File: config.mk
export PLATFORM = sky130hd
export DESIGN_NAME = sfcs_front
export DESIGN_NICKNAME = d
export VERILOG_FILES = /design/src/hw/rtl/sfcs_pkg.sv /design/src/hw/rtl/sfcs_front.sv
export SDC_FILE = /design/constraint.sdc
export NUM_CORES = 1
export LEC_CHECK = 0
export ABC_AREA = 1
export BUFFER_PORTS_ARGS = -buffer_cell sky130_fd_sc_hd__buf_2
export CORE_MARGIN = 5
export CORE_UTILIZATION = 55
export DETAILED_ROUTE_END_ITERATION = 12
export PLACE_DENSITY_LB_ADDON = 0.05
export SLEW_MARGIN = 20
export SYNTH_ARGS = -nofsm -noshare
export SYNTH_HDL_FRONTEND = slang
export SYNTH_SLANG_ARGS = --single-unit
File: constraint.sdc
create_clock -name i_clk -period 10.1 [get_ports i_clk]
set_input_delay 0.505 -clock i_clk [delete_from_list [all_inputs] [get_ports i_clk]]
set_output_delay 0.505 -clock i_clk [all_outputs]
set_load 0.1 [all_outputs]
File: src/hw/rtl/sfcs_pkg.sv
package sfcs_pkg;

    localparam int BUFFER_BYTES = 1024;
    localparam int COPIES       = 3;
    localparam int PAGE_BYTES   = 256;

    localparam int IDX_W     = $clog2(BUFFER_BYTES);
    localparam int CP_W      = $clog2(COPIES);
    localparam int MEM_DEPTH = COPIES * BUFFER_BYTES;
    localparam int MEM_AW    = $clog2(MEM_DEPTH);
    localparam int PD_W      = COPIES - 1;
    localparam int FI_W      = $clog2(BUFFER_BYTES + 1);

    // Request codes.
    localparam logic [3:0] REQ_READ     = 4'd0;
    localparam logic [3:0] REQ_PG_START = 4'd1;
    localparam logic [3:0] REQ_PG_DATA  = 4'd2;
    localparam logic [3:0] REQ_SE       = 4'd3;
    localparam logic [3:0] REQ_CE       = 4'd4;
    localparam logic [3:0] REQ_ID       = 4'd5;
    localparam logic [3:0] REQ_BUSY     = 4'd6;
    localparam logic [3:0] REQ_BUS_BYTE = 4'd7;
    localparam logic [3:0] REQ_FETCH    = 4'd8;

    // Flash opcodes.
    localparam logic [7:0] OP_FAST_READ = 8'h0B;
    localparam logic [7:0] OP_PROGRAM   = 8'h02;
    localparam logic [7:0] OP_STATUS    = 8'h05;
    localparam logic [7:0] OP_WREN      = 8'h06;
    localparam logic [7:0] OP_SE        = 8'h20;
    localparam logic [7:0] OP_CE        = 8'hC7;
    localparam logic [7:0] OP_RDID      = 8'h9F;
    localparam logic [7:0] WIP_MASK     = 8'h01;

    localparam logic [1:0] KIND_BUS  = 2'd0;
    localparam logic [1:0] KIND_HOST = 2'd1;
    localparam logic [1:0] KIND_DONE = 2'd2;

    localparam logic [1:0] ST_OK       = 2'd0;
    localparam logic [1:0] ST_BUS_ERR  = 2'd1;
    localparam logic [1:0] ST_MISMATCH = 2'd2;

    localparam logic [3:0] ATTEMPTS_RESET = 4'd9;
    localparam logic       REG_MAX_ATTEMPTS = 1'b0;

    typedef struct packed {
        logic [3:0]  req_type;
        logic [23:0] addr;
        logic [15:0] length;
        logic [7:0]  data_byte;
        logic        bus_error;
    } t_item;

    typedef struct packed {
        logic [1:0]  out_kind;
        logic [7:0]  bus_out_byte;
        logic        frame_end;
        logic [7:0]  host_byte;
        logic [1:0]  status;
        logic        busy_flag;
        logic [23:0] device_id;
        logic        last;
    } t_result;

    typedef enum logic [2:0] {
        CL_NONE,
        CL_START,
        CL_PG_DATA,
        CL_BUS,
        CL_FETCH
    } t_cls;

    typedef struct packed {
        t_cls  cls;
        t_item item;
    } t_cmd;

    typedef struct packed {
        logic       room;
        logic [2:0] count;
    } t_oq_status;

    function automatic t_result mk_bus(input logic [7:0] b, input logic fe);
        t_result r;
        r = '0;
        r.out_kind     = KIND_BUS;
        r.bus_out_byte = b;
        r.frame_end    = fe;
        return r;
    endfunction

    function automatic t_result mk_host(input logic [7:0] b);
        t_result r;
        r = '0;
        r.out_kind  = KIND_HOST;
        r.host_byte = b;
        return r;
    endfunction

    function automatic t_result mk_done(input logic [1:0] st, input logic busy,
                                        input logic [23:0] id);
        t_result r;
        r = '0;
        r.out_kind  = KIND_DONE;
        r.status    = st;
        r.busy_flag = busy;
        r.device_id = id;
        return r;
    endfunction

endpackage

File: src/hw/rtl/sfcs_front.sv
module sfcs_front (
    input  logic              i_clk,
    input  logic              i_rst_n,
    input  logic              i_push,
    input  sfcs_pkg::t_item   i_item,
    output logic              o_full,
    output logic              o_valid,
    output sfcs_pkg::t_cmd    o_cmd,
    input  logic              i_take
);

    sfcs_pkg::t_cmd r_q [2];
    logic           r_rp;
    logic [1:0]     r_cnt;
    sfcs_pkg::t_cls cls;
    logic           wr;
    logic           rd;
    logic           wp;

    always_comb begin
        unique case (i_item.req_type) inside
            sfcs_pkg::REQ_READ, sfcs_pkg::REQ_PG_START, sfcs_pkg::REQ_SE,
            sfcs_pkg::REQ_CE, sfcs_pkg::REQ_ID, sfcs_pkg::REQ_BUSY: cls = sfcs_pkg::CL_START;
            sfcs_pkg::REQ_PG_DATA:  cls = sfcs_pkg::CL_PG_DATA;
            sfcs_pkg::REQ_BUS_BYTE: cls = sfcs_pkg::CL_BUS;
            sfcs_pkg::REQ_FETCH:    cls = sfcs_pkg::CL_FETCH;
            default:                cls = sfcs_pkg::CL_NONE;
        endcase
    end

    assign o_full  = (r_cnt == 2'd2);
    assign o_valid = (r_cnt != 2'd0);
    assign o_cmd   = r_q[r_rp];
    // Unknown request codes are accepted and dropped here.
    assign wr      = i_push && !o_full && (cls != sfcs_pkg::CL_NONE);
    assign rd      = o_valid && i_take;
    assign wp      = r_rp ^ r_cnt[0];

    always_ff @(posedge i_clk) begin
        if (!i_rst_n) begin
            r_rp  <= 1'b0;
            r_cnt <= 2'd0;
        end else begin
            if (rd) begin
                r_rp <= ~r_rp;
            end
            r_cnt <= r_cnt + {1'b0, wr} - {1'b0, rd};
        end
        if (wr) begin
            r_q[wp] <= '{cls: cls, item: i_item};
        end
    end

endmodule

# Word level (Yosys, flattened, before mapping)
# Memories as Yosys holds them, arrays and structs flattened. A register that Yosys moved wholly into a read port is not among the register bits.
# Index checks and enable logic that the tools add are counted.
dict set report word_totals {
  register_bits 3
  ramBits 112
  in_bits 57
  output_inout_bits 58
  elab_cells 29
  mem_count 1
}
dict set report classes {
  addsub 2
  eq_ne 9
  n_mux 5
  n_bitwise 2
  n_reduce_logical 8
}
# memory depth word_bits rd rd_ports_with_merged_regs wr line_no
set memory_table {}
lappend memory_table {r_q 2 56 1 1 1 sfcs_front.sv:12} ;# sfcs_pkg::t_cmd r_q [2];
# op n
set op_table {}
lappend op_table {{4-bit by 3-bit == test with 1-bit output (second input constant)} 4}
lappend op_table {{3-bit one-hot mux with 4 select lines} 1}
lappend op_table {{4-bit by 2-bit == test with 1-bit output (second input constant)} 2}
lappend op_table {{6-bit OR reduction} 1}
lappend op_table {{4-bit by 1-bit == test with 1-bit output (second input constant)} 1}
lappend op_table {{4-bit == test (second input constant)} 1}
lappend op_table {{4-bit zero test} 1}
lappend op_table {{1-bit 2-to-1 mux} 4}
lappend op_table {{1-bit logical AND} 3}
lappend op_table {{3-bit nonzero test} 1}
lappend op_table {{2-bit by 1-bit adder with 2-bit output} 1}
lappend op_table {{2-bit == test (second input constant)} 1}
lappend op_table {{2-bit nonzero test} 1}
lappend op_table {{2-bit by 1-bit subtractor with 2-bit output} 1}
lappend op_table {{1-bit zero test} 1}
lappend op_table {{1-bit inverter} 1}
lappend op_table {{1-bit bitwise XOR} 1}

# Logic depth before layout (Yosys ltp)
dict set report logic_depth {
  depth_word 7
  depth_mapped 13
  mapped_depth_nobuf 13
}

# Worst setup path before layout
# OpenSTA, ideal clock, no wires.
dict set report synth_path {
  path_type {register to register}
  from {register r_cnt[0]}
  to {memory r_q[0][0] (netlist name), enable pin}
  arrival_time_ps 3426
  required_ps 9630
  setup_slack_ps 6204
  stages_incl_launch_ff 5
  path_buffers 0
  period_less_slack_ps 3896
  path_cell_list {dfxtp_1 nor2_1 nor2_1 nand2_1 nor2_1}
}
dict set report synth_via {
  elab_chain_len 6
  elab_cells_between_ends 7
  classes_between {eq/ne: 1; mux: 2; bitwise: 1; reduce/logical: 3}
}
# element line_no
set synth_rtl {}
lappend synth_rtl {{start, declared} sfcs_front.sv:14} ;# logic [1:0] r_cnt;
lappend synth_rtl {{start signal, assigned} sfcs_front.sv:47} ;# r_cnt <= r_cnt + {1'b0, wr} - {1'b0, rd};
lappend synth_rtl {{2-bit == test} sfcs_front.sv:31} ;# assign o_full = (r_cnt == 2'd2);
lappend synth_rtl {{named net o_full} sfcs_front.sv:6} ;# output logic o_full,
lappend synth_rtl {{1-bit zero test} sfcs_front.sv:35} ;# assign wr = i_push && !o_full && (cls != sfcs_pkg::CL_NONE);
lappend synth_rtl {{1-bit logical AND (2 in series)} sfcs_front.sv:35}
lappend synth_rtl {{1-bit 2-to-1 mux} sfcs_front.sv:49} ;# if (wr) begin
lappend synth_rtl {{1-bit 2-to-1 mux (not written as such)} sfcs_front.sv:50} ;# r_q[wp] <= '{cls: cls, item: i_item};
lappend synth_rtl {{end, declared} sfcs_front.sv:12}
# The timed path passes the listed nets, and every way through them passes these cells.

==> results.sh <==
export IMPL_io_pins=115
export IMPL_clockBufferDepth=2
export IMPL_status="finished, final reports clean"
export IMPL_wl_mm=7.69
export IMPL_overflow=0
export IMPL_start_kind="register"
export IMPL_cp_required_ns=9.60
export IMPL_whs_path_depth=1
export IMPL_area_delta_synth_final_pct=26.9
export IMPL_core_region_area_sq_um=7810
export IMPL_final_cell_mix="114 x buf_2, 112 x edfxtp_1, 40 x mux2_4"
export IMPL_cts_tree="yes"
export IMPL_fmax_ghz=0.359
export IMPL_clock_sinks=116
export IMPL_antenna_found_initial=0
export IMPL_finalCritPeriodShare=0.276
export IMPL_routed_via_density=4.97
export IMPL_postCtsResizedCells=0
export IMPL_dieHeight_um=100
export IMPL_avgSynthCellArea_sq_um=20.5
export IMPL_period_needed_ns=2.78
export IMPL_htreeDepth=4
export IMPL_first_pass_iters=4
export IMPL_final_common_cell="buf_2"
export IMPL_syn_cell_area_sq_um=4470
export IMPL_drv_slew=0
export IMPL_clock_root_buffer="clkbuf_8"
export IMPL_start_util=0.572
export IMPL_place_hpwl_mm=4.91
export IMPL_portBuffers=114
export IMPL_drv_cap=0
export IMPL_arrival_ns=2.28
export IMPL_synth_top_area_frac=0.753
export IMPL_cts_setup_buffers=0
export IMPL_die_area_sq_um=10000
export IMPL_gp_congestion=0.738
export IMPL_worstMarginPinSlew_ns=0.994
export IMPL_instances_no_fill=462
export IMPL_grt_max_degree=57
export IMPL_dp_cells=430
export IMPL_syn_inst=218
export IMPL_synth_area_leader_cell="edfxtp_1"
export IMPL_drive_above_1_share=0.569
export IMPL_r2r_cells=5
export IMPL_cts_clk_slew_worst_paths_ns=0.06
export IMPL_maxSlewHeadroom=0.338
export IMPL_antenna_cells=0
export IMPL_drcViolationCount=0
export IMPL_worstSetupPathType="register to primary output"
export IMPL_setup_tns_ns=0
export IMPL_grt_usage=0.160
export IMPL_cts_hold_buf=0
export IMPL_yosysSeqAreaShare=0.770
export IMPL_synth_seq_cells=116
export IMPL_routedWlPerCell_um=16.7
export IMPL_grt_pass1_vias=2437
export IMPL_die_x_um=100
export IMPL_grt_pass1_wl_mm=11.9
export IMPL_synthTopCellsByArea="edfxtp_1 75%, mux2_4 13%, mux2_2 4.0%, dfxtp_1 1.8%, buf_6 1.3%"
export IMPL_setup_viol=0
export IMPL_end_kind="primary output"
export IMPL_finalNetCount=406
export IMPL_syn_nets=277
export IMPL_finClkSkew_ns=0.00816
export IMPL_vias=2296
export IMPL_antenna_left=0
export IMPL_crit_path_max_fanout=56
export IMPL_yosysWarnings=0
export IMPL_rsz0062_at_grt="no"
export IMPL_numCtsBuffers=17
export IMPL_hold_viol=0
export IMPL_row_count=32
export IMPL_drtIter0Drc=104
export IMPL_synth_distinct_cells=14
export IMPL_clock_latency_ns=0.50
export IMPL_hold_path_class="primary input to register"
## cell usage after synthesis
cell type	count
mux2_2	16
mux2_4	40
nand2_1	10
a21oi_1	3
dfxtp_1	4
nand3_1	3
inv_1	10
ha_1	2
xnor2_1	1
edfxtp_1	112
buf_2	1
o21a_1	1
buf_6	5
nor2_1	10
## worst max-delay path: stages, from the launching register on
cell and delay, ns:
dfxtp_4 0.96, mux2_2 0.31, buf_2 0.44
## kinds of logic after synthesis
logic type	share of synthesized area
AO/OA/AOI/OAI	0.00504
XOR/XNOR	0.00196
adder cells (fa/ha/maj)	0.00560
buffers and inverters	0.0221
flip-flops	0.770
multiplexers	0.175
AND/OR/NAND/NOR	0.0202
## registers in the layout, summed over array words and instances (netlist names), named ones only
| name | count |
|---|---|
| r_cnt | 2 |
| r_q | 112 |
| r_rp | 1 |
## stage by stage
step                      setup WS, ns  area [sq um]   util  hold WS (ns)
final                             7.32          5670  0.726         0.192
after global routing              7.23          5670  0.726         0.162
after CTS                         7.29          5670  0.726         0.169
after detailed placement          7.31          5140  0.658         0.552
after global placement            7.38          5140  0.658         0.537
after floorplan                   6.20          4470      -         0.495
## worst paths after layout
path,from,to,slack (ns)
worst max-delay path,register,o_cmd[55],7.32
worst min-delay path,i_item[13],r_q[1][13],0.19
worst max register to register,r_cnt[0],r_q[1][53],7.75
worst min register to register,r_rp,r_rp,0.57
## per-layer routing
| metal | GRT usage | routed length (um) | vias up | part of all wire |
|---|---|---|---|---|
| met3 | 0.0723 | 644 | 0 | 0.084 |
| met5 | 0 | 0 | - | 0 |
| li1 | - | - | 1100 | - |
| met4 | 0.0528 | 0 | 0 | 0 |
| met1 | 0.188 | 3170 | 1112 | 0.41 |
| met2 | 0.264 | 3880 | 84 | 0.50 |
## cell type report
cell class	instances	area, sq um
inverters	10	37.5
clock buffers	18	418
repair buffers	116	586
flip-flops and latches	116	3450
well taps	102	128
clock inverters	14	114
multi-input cells	86	942
fillers	518	2140
Power is left out: the tool's default activity adds up to more than one toggle a clock period on the data nets, which glitch-free logic cannot reach.
