File: src/hw/rtl/sfcs_pkg.sv
package sfcs_pkg;

    localparam int BUFFER_BYTES = 1024;
    localparam int COPIES       = 3;
    localparam int PAGE_BYTES   = 256;

    localparam int IDX_W     = $clog2(BUFFER_BYTES);
    localparam int CP_W      = $clog2(COPIES);
    localparam int MEM_DEPTH = COPIES * BUFFER_BYTES;
    localparam int MEM_AW    = $clog2(MEM_DEPTH);
    localparam int PD_W      = COPIES - 1;
    localparam int FI_W      = $clog2(BUFFER_BYTES + 1);

    // Request codes.
    localparam logic [3:0] REQ_READ     = 4'd0;
    localparam logic [3:0] REQ_PG_START = 4'd1;
    localparam logic [3:0] REQ_PG_DATA  = 4'd2;
    localparam logic [3:0] REQ_SE       = 4'd3;
    localparam logic [3:0] REQ_CE       = 4'd4;
    localparam logic [3:0] REQ_ID       = 4'd5;
    localparam logic [3:0] REQ_BUSY     = 4'd6;
    localparam logic [3:0] REQ_BUS_BYTE = 4'd7;
    localparam logic [3:0] REQ_FETCH    = 4'd8;

    // Flash opcodes.
    localparam logic [7:0] OP_FAST_READ = 8'h0B;
    localparam logic [7:0] OP_PROGRAM   = 8'h02;
    localparam logic [7:0] OP_STATUS    = 8'h05;
    localparam logic [7:0] OP_WREN      = 8'h06;
    localparam logic [7:0] OP_SE        = 8'h20;
    localparam logic [7:0] OP_CE        = 8'hC7;
    localparam logic [7:0] OP_RDID      = 8'h9F;
    localparam logic [7:0] WIP_MASK     = 8'h01;

    localparam logic [1:0] KIND_BUS  = 2'd0;
    localparam logic [1:0] KIND_HOST = 2'd1;
    localparam logic [1:0] KIND_DONE = 2'd2;

    localparam logic [1:0] ST_OK       = 2'd0;
    localparam logic [1:0] ST_BUS_ERR  = 2'd1;
    localparam logic [1:0] ST_MISMATCH = 2'd2;

    localparam logic [3:0] ATTEMPTS_RESET = 4'd9;
    localparam logic       REG_MAX_ATTEMPTS = 1'b0;

    typedef struct packed {
        logic [3:0]  req_type;
        logic [23:0] addr;
        logic [15:0] length;
        logic [7:0]  data_byte;
        logic        bus_error;
    } t_item;

    typedef struct packed {
        logic [1:0]  out_kind;
        logic [7:0]  bus_out_byte;
        logic        frame_end;
        logic [7:0]  host_byte;
        logic [1:0]  status;
        logic        busy_flag;
        logic [23:0] device_id;
        logic        last;
    } t_result;

    typedef enum logic [2:0] {
        CL_NONE,
        CL_START,
        CL_PG_DATA,
        CL_BUS,
        CL_FETCH
    } t_cls;

    typedef struct packed {
        t_cls  cls;
        t_item item;
    } t_cmd;

    typedef struct packed {
        logic       room;
        logic [2:0] count;
    } t_oq_status;

    function automatic t_result mk_bus(input logic [7:0] b, input logic fe);
        t_result r;
        r = '0;
        r.out_kind     = KIND_BUS;
        r.bus_out_byte = b;
        r.frame_end    = fe;
        return r;
    endfunction

    function automatic t_result mk_host(input logic [7:0] b);
        t_result r;
        r = '0;
        r.out_kind  = KIND_HOST;
        r.host_byte = b;
        return r;
    endfunction

    function automatic t_result mk_done(input logic [1:0] st, input logic busy,
                                        input logic [23:0] id);
        t_result r;
        r = '0;
        r.out_kind  = KIND_DONE;
        r.status    = st;
        r.busy_flag = busy;
        r.device_id = id;
        return r;
    endfunction

endpackage

File: src/hw/rtl/sfcs_outq.sv
module sfcs_outq (
    input  logic                  i_clk,
    input  logic                  i_rst_n,
    input  logic [1:0]            i_nres,
    input  sfcs_pkg::t_result     i_res0,
    input  sfcs_pkg::t_result     i_res1,
    output sfcs_pkg::t_oq_status  o_status,
    output logic                  o_empty,
    output sfcs_pkg::t_result     o_head,
    input  logic                  i_pop
);

    sfcs_pkg::t_result r_q [4];
    logic [1:0]        r_rp;
    logic [2:0]        r_cnt;
    logic [1:0]        wp;
    logic              rd;

    assign o_empty         = (r_cnt == 3'd0);
    assign o_head          = r_q[r_rp];
    assign rd              = i_pop && !o_empty;
    assign wp              = r_rp + r_cnt[1:0];
    // Room for the two results one command can produce.
    assign o_status.room   = (r_cnt <= 3'd2);
    assign o_status.count  = r_cnt;

    always_ff @(posedge i_clk) begin
        if (!i_rst_n) begin
            r_rp  <= 2'd0;
            r_cnt <= 3'd0;
        end else begin
            if (rd) begin
                r_rp <= r_rp + 2'd1;
            end
            r_cnt <= r_cnt + {1'b0, i_nres} - {2'b0, rd};
        end
        if (i_nres != 2'd0) begin
            r_q[wp] <= i_res0;
        end
        if (i_nres == 2'd2) begin
            r_q[wp + 2'd1] <= i_res1;
        end
    end

endmodule

File: config.mk
export PLATFORM = sky130hd
export DESIGN_NAME = sfcs_outq
export DESIGN_NICKNAME = d
export VERILOG_FILES = /design/src/hw/rtl/sfcs_pkg.sv /design/src/hw/rtl/sfcs_outq.sv
export SDC_FILE = /design/constraint.sdc
export NUM_CORES = 1
export LEC_CHECK = 0
export ABC_AREA = 1
export BUFFER_PORTS_ARGS = -buffer_cell sky130_fd_sc_hd__buf_2
export CELL_PAD_IN_SITES_DETAIL_PLACEMENT = 1
export CELL_PAD_IN_SITES_GLOBAL_PLACEMENT = 1
export CORE_ASPECT_RATIO = 0.7
export CORE_MARGIN = 2
export CORE_UTILIZATION = 43
export CTS_CLUSTER_DIAMETER = 120
export DETAILED_ROUTE_END_ITERATION = 7
export PLACE_DENSITY = 0.79
export SETUP_SLACK_MARGIN = 0.05
export SYNTH_ARGS = -nofsm -noshare
export SYNTH_HDL_FRONTEND = slang
export SYNTH_SLANG_ARGS = --single-unit
File: constraint.sdc
create_clock -name i_clk -period 8.6 [get_ports i_clk]
set_input_delay 1.29 -clock i_clk [delete_from_list [all_inputs] [get_ports i_clk]]
set_output_delay 1.29 -clock i_clk [all_outputs]
set_load 0.005 [all_outputs]
== After elaboration in Yosys (flattened, before gate mapping) ==
Memory sizes are Yosys's and may differ from the RTL's. A register that Yosys moved wholly into a read port is not among the register bits.
Index checks and enable logic that the tools add are counted.

* Memories kept: 1
* Output and inout bits: 52
* Bits of input ports: 99
* Bits in writable memories: 188
* Word-level logic and storage cells: 20
* Bits in registers: 5

* $lt $le $gt $ge: 1
* Add/subtract/negate cells: 5
* Equal/unequal tests: 1
* Multiplexer cells: 6
* Reductions and logical operators: 4

{| class="wikitable"
|+ Memories
! name !! depth !! width !! read ports !! clocked after memory_dff !! write ports !! line !! RTL
|-
| r_q || 4 || 47 || 1 || 1 || 2 || sfcs_outq.sv:13 || <nowiki>sfcs_pkg::t_result r_q [4];</nowiki>
|}

{| class="wikitable"
|+ Operators by type and width
! operator !! count
|-
| 2-bit by 1-bit adder with 2-bit output, second input constant || 2
|-
| 1-bit 2-to-1 mux || 4
|-
| 2-bit 2-to-1 mux || 2
|-
| 3-bit by 2-bit adder with 3-bit output || 1
|-
| 3-bit by 2-bit <= comparator with 1-bit output, second input constant || 1
|-
| 3-bit logical NOT || 1
|-
| 3-bit by 1-bit subtractor with 3-bit output || 1
|-
| 2-bit adder || 1
|-
| 2-bit == test, second input constant || 1
|-
| 2-bit nonzero test || 1
|-
| 1-bit logical AND || 1
|-
| 1-bit logical NOT || 1
|}

== Longest topological paths before layout ==
Gate-level depths: netlist of the first run.

* Depth after elaboration: 5
* Gate-level depth with buffers: 10
* Depth with buffers taken out: 10

== Least setup slack after synthesis of the first run ==
No wires, ideal clock.

* Path kind: input-to-reg
* Start point: input i_nres[1]
* End point: memory r_q[2][0] (netlist bit) (enable)
* Slack: 3409 ps
* Path buffers: 0
* Data arrival time: 4674 ps
* Stages: 2
* Cell sequence: nor2_1 o21ai_0

{| class="wikitable"
|+ RTL lines
! what !! line !! RTL
|-
| start: declaration || sfcs_outq.sv:4 || <nowiki>input logic [1:0] i_nres,</nowiki>
|-
| end: declaration || sfcs_outq.sv:13 ||
|}

==> results of run 1 <==
path summary, 6_finish.rpt:
kind              startpoint          to  slack, ns
setup / recovery        flop   o_head[5]       3.65
hold / removal       r_rp[0]     r_rp[0]       0.51
setup reg to reg    r_cnt[0]  r_q[2][44]       4.50
hold reg to reg      r_rp[0]     r_rp[0]       0.51
power by group through the flow:
stage | Sequential, mW | Clock, mW | Combinational (mW)
finish | 1.69 | 0.862 | 1.51
global route | 1.72 | 0.900 | 1.66
CTS | 1.69 | 0.870 | 1.51
detailed placement | 1.70 | 0 | 1.50
global placement | 1.69 | 0 | 1.46
floorplan | 1.68 | 0 | 0.888
layout by cell type, fill, tap and decap left out, types with 3 or more instances in the layout:
master     Yosys  final
o21ai_0       98     96
edfxtp_1     188    188
a21oi_1        3      3
buf_2         29    150
inv_1         15     12
nand3_2        3      3
buf_4         10     14
clkinv_4       0      4
nand2_2        2      3
nand4_1       96     96
nand3_1        4      4
inv_2          1      3
nor2_1       101     99
clkbuf_16      0     17
o22ai_1       47     47
dfxtp_1        7      5
bufinv_16      0      4
ha_1           4      3
nor2_4         0      3
nand2_1      478    476
layout make-up:
cell class                      instances  share of cell area [%]
Sequential cell                       195                    50.3
Multi-Input combinational cell        842                    33.0
Timing Repair Buffer                  164                    7.43
Clock buffer                           19                    3.76
Tap cell                              312                    3.39
Clock inverter                         13                    1.60
Inverter                               16                   0.532
Antenna cell                            1                  0.0217
registers in the layout, indices dropped and copies added, names as in the netlist, named ones only:
name / count
r_rp: 2
r_cnt: 3
r_q: 188
cell usage after synthesis:
library cell,number
inv_1,15
edfxtp_1,188
o21ai_0,98
o22ai_1,47
nor3_1,1
xnor2_1,1
nor2_2,1
clkbuf_1,44
dfxtp_1,7
a21oi_1,3
inv_2,1
a21boi_0,1
buf_2,29
buf_6,8
nand2_1,478
xor2_1,1
nand2_2,2
nor2_1,101
nand3_2,3
buf_4,10
nand4_1,96
fa_1,1
nand3_1,4
ha_1,4
routing by layer:
metal	GRT usage [%]	wire length, µm	vias up
met2	46.6	16700	378
met3	5.83	2470	54
met4	7.98	497	4
met5	0	24	-
li1	-	-	4129
met1	39.0	15200	4686
critical path: cells and delay by family, from the launching register on:
kind	cells	cell delay (ns)
AOI/OAI and AO/OA	2	0.35
DFF	1	0.34
buffers and inverters	4	2.44
cells by family (layout without fill, tap and decap cells):
group / count (synthesis) / count (layout) / synth area share [%]
AND/OR/NAND/NOR: 686 / 686 / 28.3
flip-flops: 195 / 195 / 57.5
AO/OA/AOI/OAI: 149 / 149 / 8.02
buffers and inverters: 107 / 212 / 5.32
adder cells (fa/ha/maj): 5 / 5 / 0.696
XOR/XNOR: 2 / 2 / 0.174
other: 0 / 1 / 0
through the flow:
step / worst slack (ns) / area (µm²) / instances
after floorplan: 3.41 / 10100 / 1144
after global placement: 4.21 / 10900 / 1529
after detailed placement: 4.14 / 10900 / 1529
after CTS: 3.65 / 11500 / 1561
after global routing: 3.38 / 11500 / 1561
final: 3.65 / 11500 / 1562
==> results.txt, run 1 <==
Status - completed
Mean Syn Cell Area - 8.80 µm²
P_leak - 4.91 nW
Seq pwr share - 41.6%
Global route overflow - 0
Final nets - 1340
Fmax - 202 MHz
Clock skew - 0.0130 ns
Worst hold path class - flop to flop
Crit path time final - 4.95 ns
Yosys cell types - 24
Final setup viols - 0
Clock share of power - 21.2%
Largest net degree at the start of global routing - 100
FF+latch area - 5790 µm²
DIE AREA - 24700 µm²
Drt first pass iters - 5
Slowest CP cell - clkinv_2
DR vias - 9251
Clk sink count - 195
Post-synth top area share - 56.1%
Clk slew on worst S/H paths - 0.07 ns
Clk buf depth - 2
Net Switching - 1.63 mW
Pwr Total - 4.06 mW
Total CTS buffers - 17
GP Congestion - 0.751
Area Overhead vs Synth - 14.4%
CTS tree - yes
Crit path top cell by count - buf_4
Worst slew pin tran - 1.21 ns
Initial antenna violation count - 3
Initial DRC count - 836
Row cnt - 46
WP data required - 7.31 ns
Comb pwr share - 37.2%
Post_cts resized - 0
Remaining DRCs - 0
Utilization after layout - 50.5%
Crit path max fanout - 95
Die Y - 132 µm
Final Hold Viols - 0
Drt via density - 5.92
Delay of the slowest cell on the worst path - 0.97 ns
Post-CTS Hold Buffers - 0
Crit-path cells - buf_4, clkinv_2, buf_4, o21ai_0, o22ai_1, buf_2
Starting density of the core - 44.2%
Seq/Total Area, Yosys - 57.5%
Synth area leader - edfxtp_1
Multi-input gate area - 3800 µm²
Worst r2r path cells - 6
Worst-Skew Late Latency - 0.46 ns
Wire per inst - 22.3 µm
Synth area leaders - edfxtp_1, nand2_1, nand4_1
Mapped Area - 10100 µm²
Internal Power - 2.43 mW
Worst Hold Depth - 1
Switching share of power - 40.2%
Share of layout cells above drive strength 1 - 16.9%
Number of global-route vias before repair - 9560
Warnings, synthesis - 0
VDD IR-drop max - 0.247 mV
DP HPWL - 19.7 mm
Setup TNS - 0 ns
Max-cap viol count - 0
Normalized max-slew margin - 19.2%
Fillers - 2756
Post-route ant nets - 0
DRT Wirelength - 34.9 mm
Gr usage total - 28.6%
Number of synthesized register bits - 195
Kind of critical path - flop to output port
RSZ-0062 raised after global routing - false
Final cycle utilization of the critical path - 57.5%
Endpoint class of the critical path - output port
Power Density - 353 nW/µm²
First-pass GRT wire length - 54.6 mm
CTS root buffer - clkbuf_16
PortBufs - 150
Number of I/O pins - 151
Worst hold margin - 0.506 ns
Startpoint Class - flop
Worst EP arrival - 3.66 ns
Max Slew Vio Count - 0
Setup Buffers After CTS - 0
Syn_nets - 1248
Synth Instances - 1144
Die width - 187 µm
H-Tree Depth - 4
Core Region - 22800 µm²
Power figures use the tool's default switching activity.
==> run 2, diff against run 1 <==
ABC_AREA = 0   (was 1)
PLACE_DENSITY = 0.74   (was 0.79)
clock period = 4.25 ns   (was 8.6 ns; I/O delays follow)
==> run 2 against run 1 <==
Compared with the run above: register-to-register slack got worse by 3.2 ns; first-iteration DRC count decreased by 54%; count of clock-buffer cells in the layout is the same; synthesized area down 5.0%; critical path depth shrank 4; power grew 91%; sequential share of layout area increased by 1.6 points; wire length down 32%; non-clock buffer count decreased by 4; clock skew shrank 0.0023 ns; core utilization rose by 0.87 points; largest cell class unchanged; largest power group unchanged.
==> results.txt, run 2 <==
Status - completed
H-Tree Depth - 4 (unchanged)
Internal Power - 5.28 mW (+120%)
Die width - 182 µm (-2.5%)
Fmax - 337 MHz
Drt first pass iters - 6 (+1)
Most common cell after layout, fill and taps aside - edfxtp_1
Kind of critical path - flop to output port
Final cycle utilization of the critical path - 69.9%
Max Slew Vio Count - 0 (unchanged)
Mean Syn Cell Area - 19.2 µm² (+120%)
Count leader, synth - edfxtp_1
Global route overflow - 0 (unchanged)
Cells after DPL - 911 (-40%)
Gr usage total - 21.3% (-7.3 points)
Worst EP arrival - 2.33 ns (-1.33 ns)
Buf/Inv on CP - 1 (-3)
Crit-path cells - mux4_2, buf_2
Starting density of the core - 44.0% (-0.16 points)
Warnings, synthesis - 0 (unchanged)
Final nets - 752 (-44%)
Synth area leaders - edfxtp_1, mux2_2, mux4_2
Seq/Total Area, Yosys - 60.5% (+3.0 points)
Area Overhead vs Synth - 16.8%
Number of synthesized register bits - 195 (unchanged)
Most frequent cells in the layout - edfxtp_1, mux2_2, buf_2, mux4_2, mux2_4
Clock skew - 0.0107 ns (-0.00228 ns)
Worst slew pin tran - 1.06 ns (-0.152 ns)
Post-CTS Hold Buffers - 0 (unchanged)
Clk sink count - 195 (unchanged)
Post-synth top area share - 59.0% (+2.9 points)
DRT Wirelength - 23.8 mm (-32%)
DP HPWL - 14.7 mm (-25%)
Syn_nets - 603 (-52%)
Worst hold path class - input port to flop
Endpoint class of the critical path - output port
Initial antenna violation count - 13 (+10)
Ys flop type - edfxtp_1
Seq pwr share - 45.1% (+3.5 points)
Max-cap viol count - 0 (unchanged)
DIE AREA - 23500 µm² (-4.9%)
P_leak - 3.94 nW (-20%)
Initial DRC count - 388 (-54%)
Post-place instance area - 10600 µm² (-2.6%)
Post-synth EDFFs - 188 (unchanged)
Post_cts resized - 0 (unchanged)
Worst hold margin - 0.486 ns (-0.0207 ns)
Net Switching - 2.48 mW (+52%)
Drt via density - 5.65 (-4.6%)
Final instance area - 11200 µm² (-3.0%)
Post-route ant nets - 0 (unchanged)
Clock share of power - 19.6% (-1.6 points)
Total CTS buffers - 17 (unchanged)
Delay-heaviest family, CP - flip-flops
Die Y - 129 µm (-2.5%)
Crit path time final - 2.97 ns
First-pass GRT wire length - 36.2 mm (-34%)
Number of global-route vias before repair - 5923 (-38%)
Synth top cells by count - edfxtp_1, mux2_2, mux4_2
Largest register FFs - 188 (unchanged)
Reg with most FFs - r_q
Delay of the slowest cell on the worst path - 1.05 ns (+0.08 ns)
GP Congestion - 0.783 (+4.3%)
Final setup viols - 0 (unchanged)
RSZ-0062 raised after global routing - false
Comb pwr share - 35.3% (-1.9 points)
Synth Instances - 499 (-56%)
Clk slew on worst S/H paths - 0.07 ns (about the same)
Power Density - 695 nW/µm² (+97%)
DR vias - 5364 (-42%)
Startpoint Class - flop
WP data required - 3.61 ns (-3.70 ns)
CTS tree - yes
Synth area leader - edfxtp_1
FFs w/ async S/R, synth - 0% (unchanged)
Slowest CP cell - dfxtp_4
Mapped Area - 9560 µm² (-5.0%)
VDD IR-drop max - 0.497 mV (+100%)
Remaining DRCs - 0 (unchanged)
Wire per inst - 25.0 µm (+12%)
Setup Buffers After CTS - 0 (unchanged)
CTS root buffer - clkbuf_16
Setup ws final - 1.28 ns (-2.37 ns)
Final Hold Viols - 0 (unchanged)
Critical hold path startpoint - i_rst_n
Largest net degree at the start of global routing - 48 (-52%)
Row cnt - 45 (-2.2%)
Normalized max-slew margin - 29.3% (+10 points)
Number of I/O pins - 151 (unchanged)
Switching share of power - 31.9% (-8.3 points)
Worst-Skew Late Latency - 0.44 ns (-0.02 ns)
Dpl ws - 1.34 ns (-2.80 ns)
Clk buf depth - 2 (unchanged)
Core Region - 21700 µm² (-4.6%)
FF-to-FF Start - r_cnt[0]
PortBufs - 150 (unchanged)
Crit path max fanout - 47 (-51%)
Biggest regs - r_q: 188 flops, r_cnt: 3 flops, r_rp: 2 flops
Share of layout cells above drive strength 1 - 65.4% (+48 points)
Count of non-filler cells in the finished layout - 949 (-39%)
Yosys cell types - 31 (+29%)
Setup TNS - 0 ns (unchanged)
[run 2: changes by cell type after synthesis, sizes merged, moves of 10 or more]
cell    delta
clkbuf    -40
o22ai     -47
buf       -21
o21ai     -97
nand2    -479
mux2     +188
inv       -10
nor2     -100
mux4      +47
nand4     -96
[run 2: worst register-to-register path, delay by kind of cell, from the launching register on]
family | cells | cell delay (ns)
AO/OA/AOI/OAI | 1 | 0.47
XOR/XNOR | 1 | 0.49
adder cells (fa/ha/maj) | 1 | 0.27
buffers and inverters | 1 | 0.43
flip-flops | 1 | 0.37
AND/OR/NAND/NOR | 1 | 0.57
[run 2: path summary, 6_finish.rpt]
kind                     end  slack (ns)  cells after the start
setup / recovery  o_head[26]        1.28                      2
hold / removal      r_cnt[0]        0.49                      2
setup reg to reg  r_q[2][20]        1.32                      5
hold reg to reg         flop        0.54                      2
[run 2: area by class of cell]
| class | instances | area (µm²) |
|---|---|---|
| Fill cell | 2051 | 10600 |
| Sequential cell | 195 | 5790 |
| Multi-Input combinational cell | 268 | 3580 |
| Timing Repair Buffer | 160 | 863 |
| Clock buffer | 19 | 433 |
| Tap cell | 282 | 353 |
| Clock inverter | 13 | 113 |
| Inverter | 6 | 22.5 |
| Antenna cell | 6 | 15.0 |
[run 2: layer usage]
metal / wire, µm / vias up / track usage, %
li1: - / 2345 / -
met2: 11400 / 149 / 35.4
met1: 10600 / 2830 / 27.6
met5: 64 / - / 0
met3: 1470 / 28 / 6.99
met4: 255 / 12 / 4.27
[run 2: cells by family after synthesis]
group | after synthesis | synth area share (%)
and+or+nand+nor | 15 | 1.02
buffers and inverters | 36 | 2.46
DFF | 195 | 60.5
AOI/OAI and AO/OA | 8 | 0.550
xor gates and xnor gates | 5 | 0.772
adders and majority gates | 5 | 0.733
muxes | 235 | 34.0
[run 2: stage by stage]
step | power (mW) | util (%)
final | 7.76 | 51.4
after global routing | 8.16 | 51.4
after CTS | 7.87 | 51.3
after detailed placement | 6.33 | 48.8
after global placement | 6.20 | 48.8
after floorplan | 5.15 | -
[run 2: power by group through the flow]
stage / logic (mW) / registers (mW) / clock network (mW)
floorplan: 1.77 / 3.38 / 0
finish: 2.74 / 3.50 / 1.52
detailed placement: 2.78 / 3.55 / 0
global route: 2.95 / 3.59 / 1.61
CTS: 2.80 / 3.52 / 1.55
global placement: 2.71 / 3.49 / 0
==> run 3, diff against run 2 <==
PLACE_DENSITY = 0.71   (was 0.74)
clock period = 2.8 ns   (was 4.25 ns; I/O delays follow)
==> run 3 against run 2 <==
Compared with the run above: design area increased by 1.2%; count of clock-buffer cells in the layout unchanged; highest routed layer unchanged; global-route usage decreased by 0.58 points; wire length decreased by 3.5%; sequential share of layout area decreased by 0.63 points; first-iteration DRC count decreased by 11%; clock power increased by 51%.
==> results.txt, run 3 (synthesis results as in run 2) <==
First-pass GRT wire length - 35.6 mm (-1.6%)
Dpl ws - 0.327 ns (-1.01 ns)
Buf/Inv on CP - 1 (unchanged)
Final nets - 763 (+1.5%)
Reg with most FFs - r_q
Post_cts resized - 0 (unchanged)
Die Y - 129 µm (unchanged)
Drt via density - 5.57 (-1.4%)
P_leak - 4.00 nW (+1.4%)
Kind of critical path - flop to flop
Fmax - 405 MHz
Initial antenna violation count - 3 (-10)
Most common cell after layout, fill and taps aside - edfxtp_1
DR vias - 5324 (-0.75%)
Clk sink count - 195 (unchanged)
Share of layout cells above drive strength 1 - 66.1% (+0.72 points)
Setup Buffers After CTS - 0 (unchanged)
Status - completed
DIE AREA - 23500 µm² (unchanged)
Worst r2r path cells - 4 (-1)
H-Tree Depth - 4 (unchanged)
Setup ws final - 0.334 ns (-0.945 ns)
Post-route ant nets - 0 (unchanged)
FF-to-FF setup slack - 0.33 ns (-0.99 ns)
Slowest CP cell - o21bai_4
RSZ-0062 raised after global routing - false
Row cnt - 45 (unchanged)
Clk slew on worst S/H paths - 0.07 ns (about the same)
Startpoint Class - flop
Max Slew Vio Count - 0 (unchanged)
DRT Wirelength - 22.9 mm (-3.5%)
Clk buf depth - 2 (unchanged)
Die width - 182 µm (unchanged)
Post-CTS Hold Buffers - 0 (unchanged)
Global route overflow - 0 (unchanged)
Wire per inst - 24.0 µm (-4.1%)
FF-to-FF Start - r_cnt[0]
Total CTS buffers - 17 (unchanged)
CP endpoint - r_q[2][13]
Number of I/O pins - 151 (unchanged)
Starting density of the core - 44.0% (unchanged)
Remaining DRCs - 0 (unchanged)
Crit-path cells - ha_1, xnor3_1, o21bai_4, buf_4
Worst EP arrival - 2.60 ns (+0.27 ns)
Gr usage total - 20.7% (-0.58 points)
Core Region - 21700 µm² (unchanged)
Normalized max-slew margin - 44.8% (+15 points)
Fillers - 2050 (-0.049%)
Final cycle utilization of the critical path - 88.1%
WP data required - 2.93 ns (-0.68 ns)
CTS root buffer - clkbuf_16
Endpoint class of the critical path - flop
Most frequent cells in the layout - edfxtp_1, mux2_2, buf_2, mux4_2, mux2_4
Worst slew pin tran - 0.826 ns (-0.234 ns)
Number of global-route vias before repair - 5954 (+0.52%)
Final setup viols - 0 (unchanged)
PortBufs - 150 (unchanged)
Reg2reg end - r_q[2][13]
Largest register FFs - 188 (unchanged)
Clock skew - 0.0136 ns (+0.00292 ns)
GP Congestion - 0.741 (-5.3%)
Worst-Skew Late Latency - 0.44 ns (about the same)
Area Overhead vs Synth - 18.2%
Critical path depth in cells - 4 (+2)
Delay of the slowest cell on the worst path - 0.72 ns (-0.33 ns)
Setup TNS - 0 ns (unchanged)
Crit path max fanout - 21 (-55%)
Final Hold Viols - 0 (unchanged)
Initial DRC count - 346 (-11%)
Power Density - 1050 nW/µm² (+51%)
Max-cap viol count - 0 (unchanged)
Biggest regs - r_q: 188 flops, r_cnt: 3 flops, r_rp: 2 flops
Delay-heaviest family, CP - compound AO/OA/AOI/OAI gates
Worst hold path class - input port to flop
DP HPWL - 14.5 mm (-1.2%)
VDD IR-drop max - 0.474 mV (-4.7%)
CTS tree - yes
Crit path launch - r_cnt[0]
Largest net degree at the start of global routing - 48 (unchanged)
Drt first pass iters - 4 (-2)
Crit path time final - 2.47 ns
## run 3: cell count changes in the layout (fill, tap and decap cells not counted)
cell        change
buf_12          +5
buf_4           +6
bufinv_16       -1
clkbuf_1        -1
clkbuf_8        +1
clkinv_2        -5
clkinv_4        +3
clkinvlp_4      +3
diode_2         -5
## run 3: worst min-delay path by stage
stage	from	endpoint	slack (ns)	cells past startpoint
after global routing	i_rst_n	r_cnt[0]	0.27	2
after CTS	i_rst_n	r_cnt[2]	0.25	2
after global placement	r_rp[1]	flop	0.58	2
after floorplan	r_rp[1]	flop	0.50	2
after detailed placement	r_rp[1]	flop	0.57	2
final	i_rst_n	r_cnt[2]	0.26	2
## run 3: power by group
group / total (mW) / switching [mW] / internal [mW]
clock: 2.30 / 1.13 / 1.17
sequential: 5.18 / 0.385 / 4.80
combinational: 4.41 / 2.28 / 2.13
## run 3: through the flow
step                      cells  util, %  power [mW]  instance area, µm²  hold slack, ns
final                       955     52.0        11.9               11300           0.262
after global placement      922     49.5        9.60               10800           0.575
after floorplan             499        -        7.79                9570           0.498
after detailed placement    922     49.5        9.74               10800           0.569
after global routing        954     52.0        12.6               11300           0.268
after CTS                   954     52.0        12.1               11300           0.246
## run 3: area by class of cell
type                       instances  area, µm²  share of cell area (%)
tap                              282        353                    3.12
antenna                            1       2.50                  0.0221
multi-input combinational        268       3580                    31.7
sequential                       195       5790                    51.2
timing repair buffer             171       1010                    8.92
inverter                           6       22.5                   0.199
clock buffer                      19        443                    3.92
clock inverter                    13        106                   0.941
## run 3: metal layers
layer,vias to the layer above,share of wire (%),global-route usage (%)
met5,-,0.061,0
met4,4,0.41,4.22
met3,11,5.7,4.59
met2,166,47,32.9
met1,2778,47,29.6
li1,2365,-,-
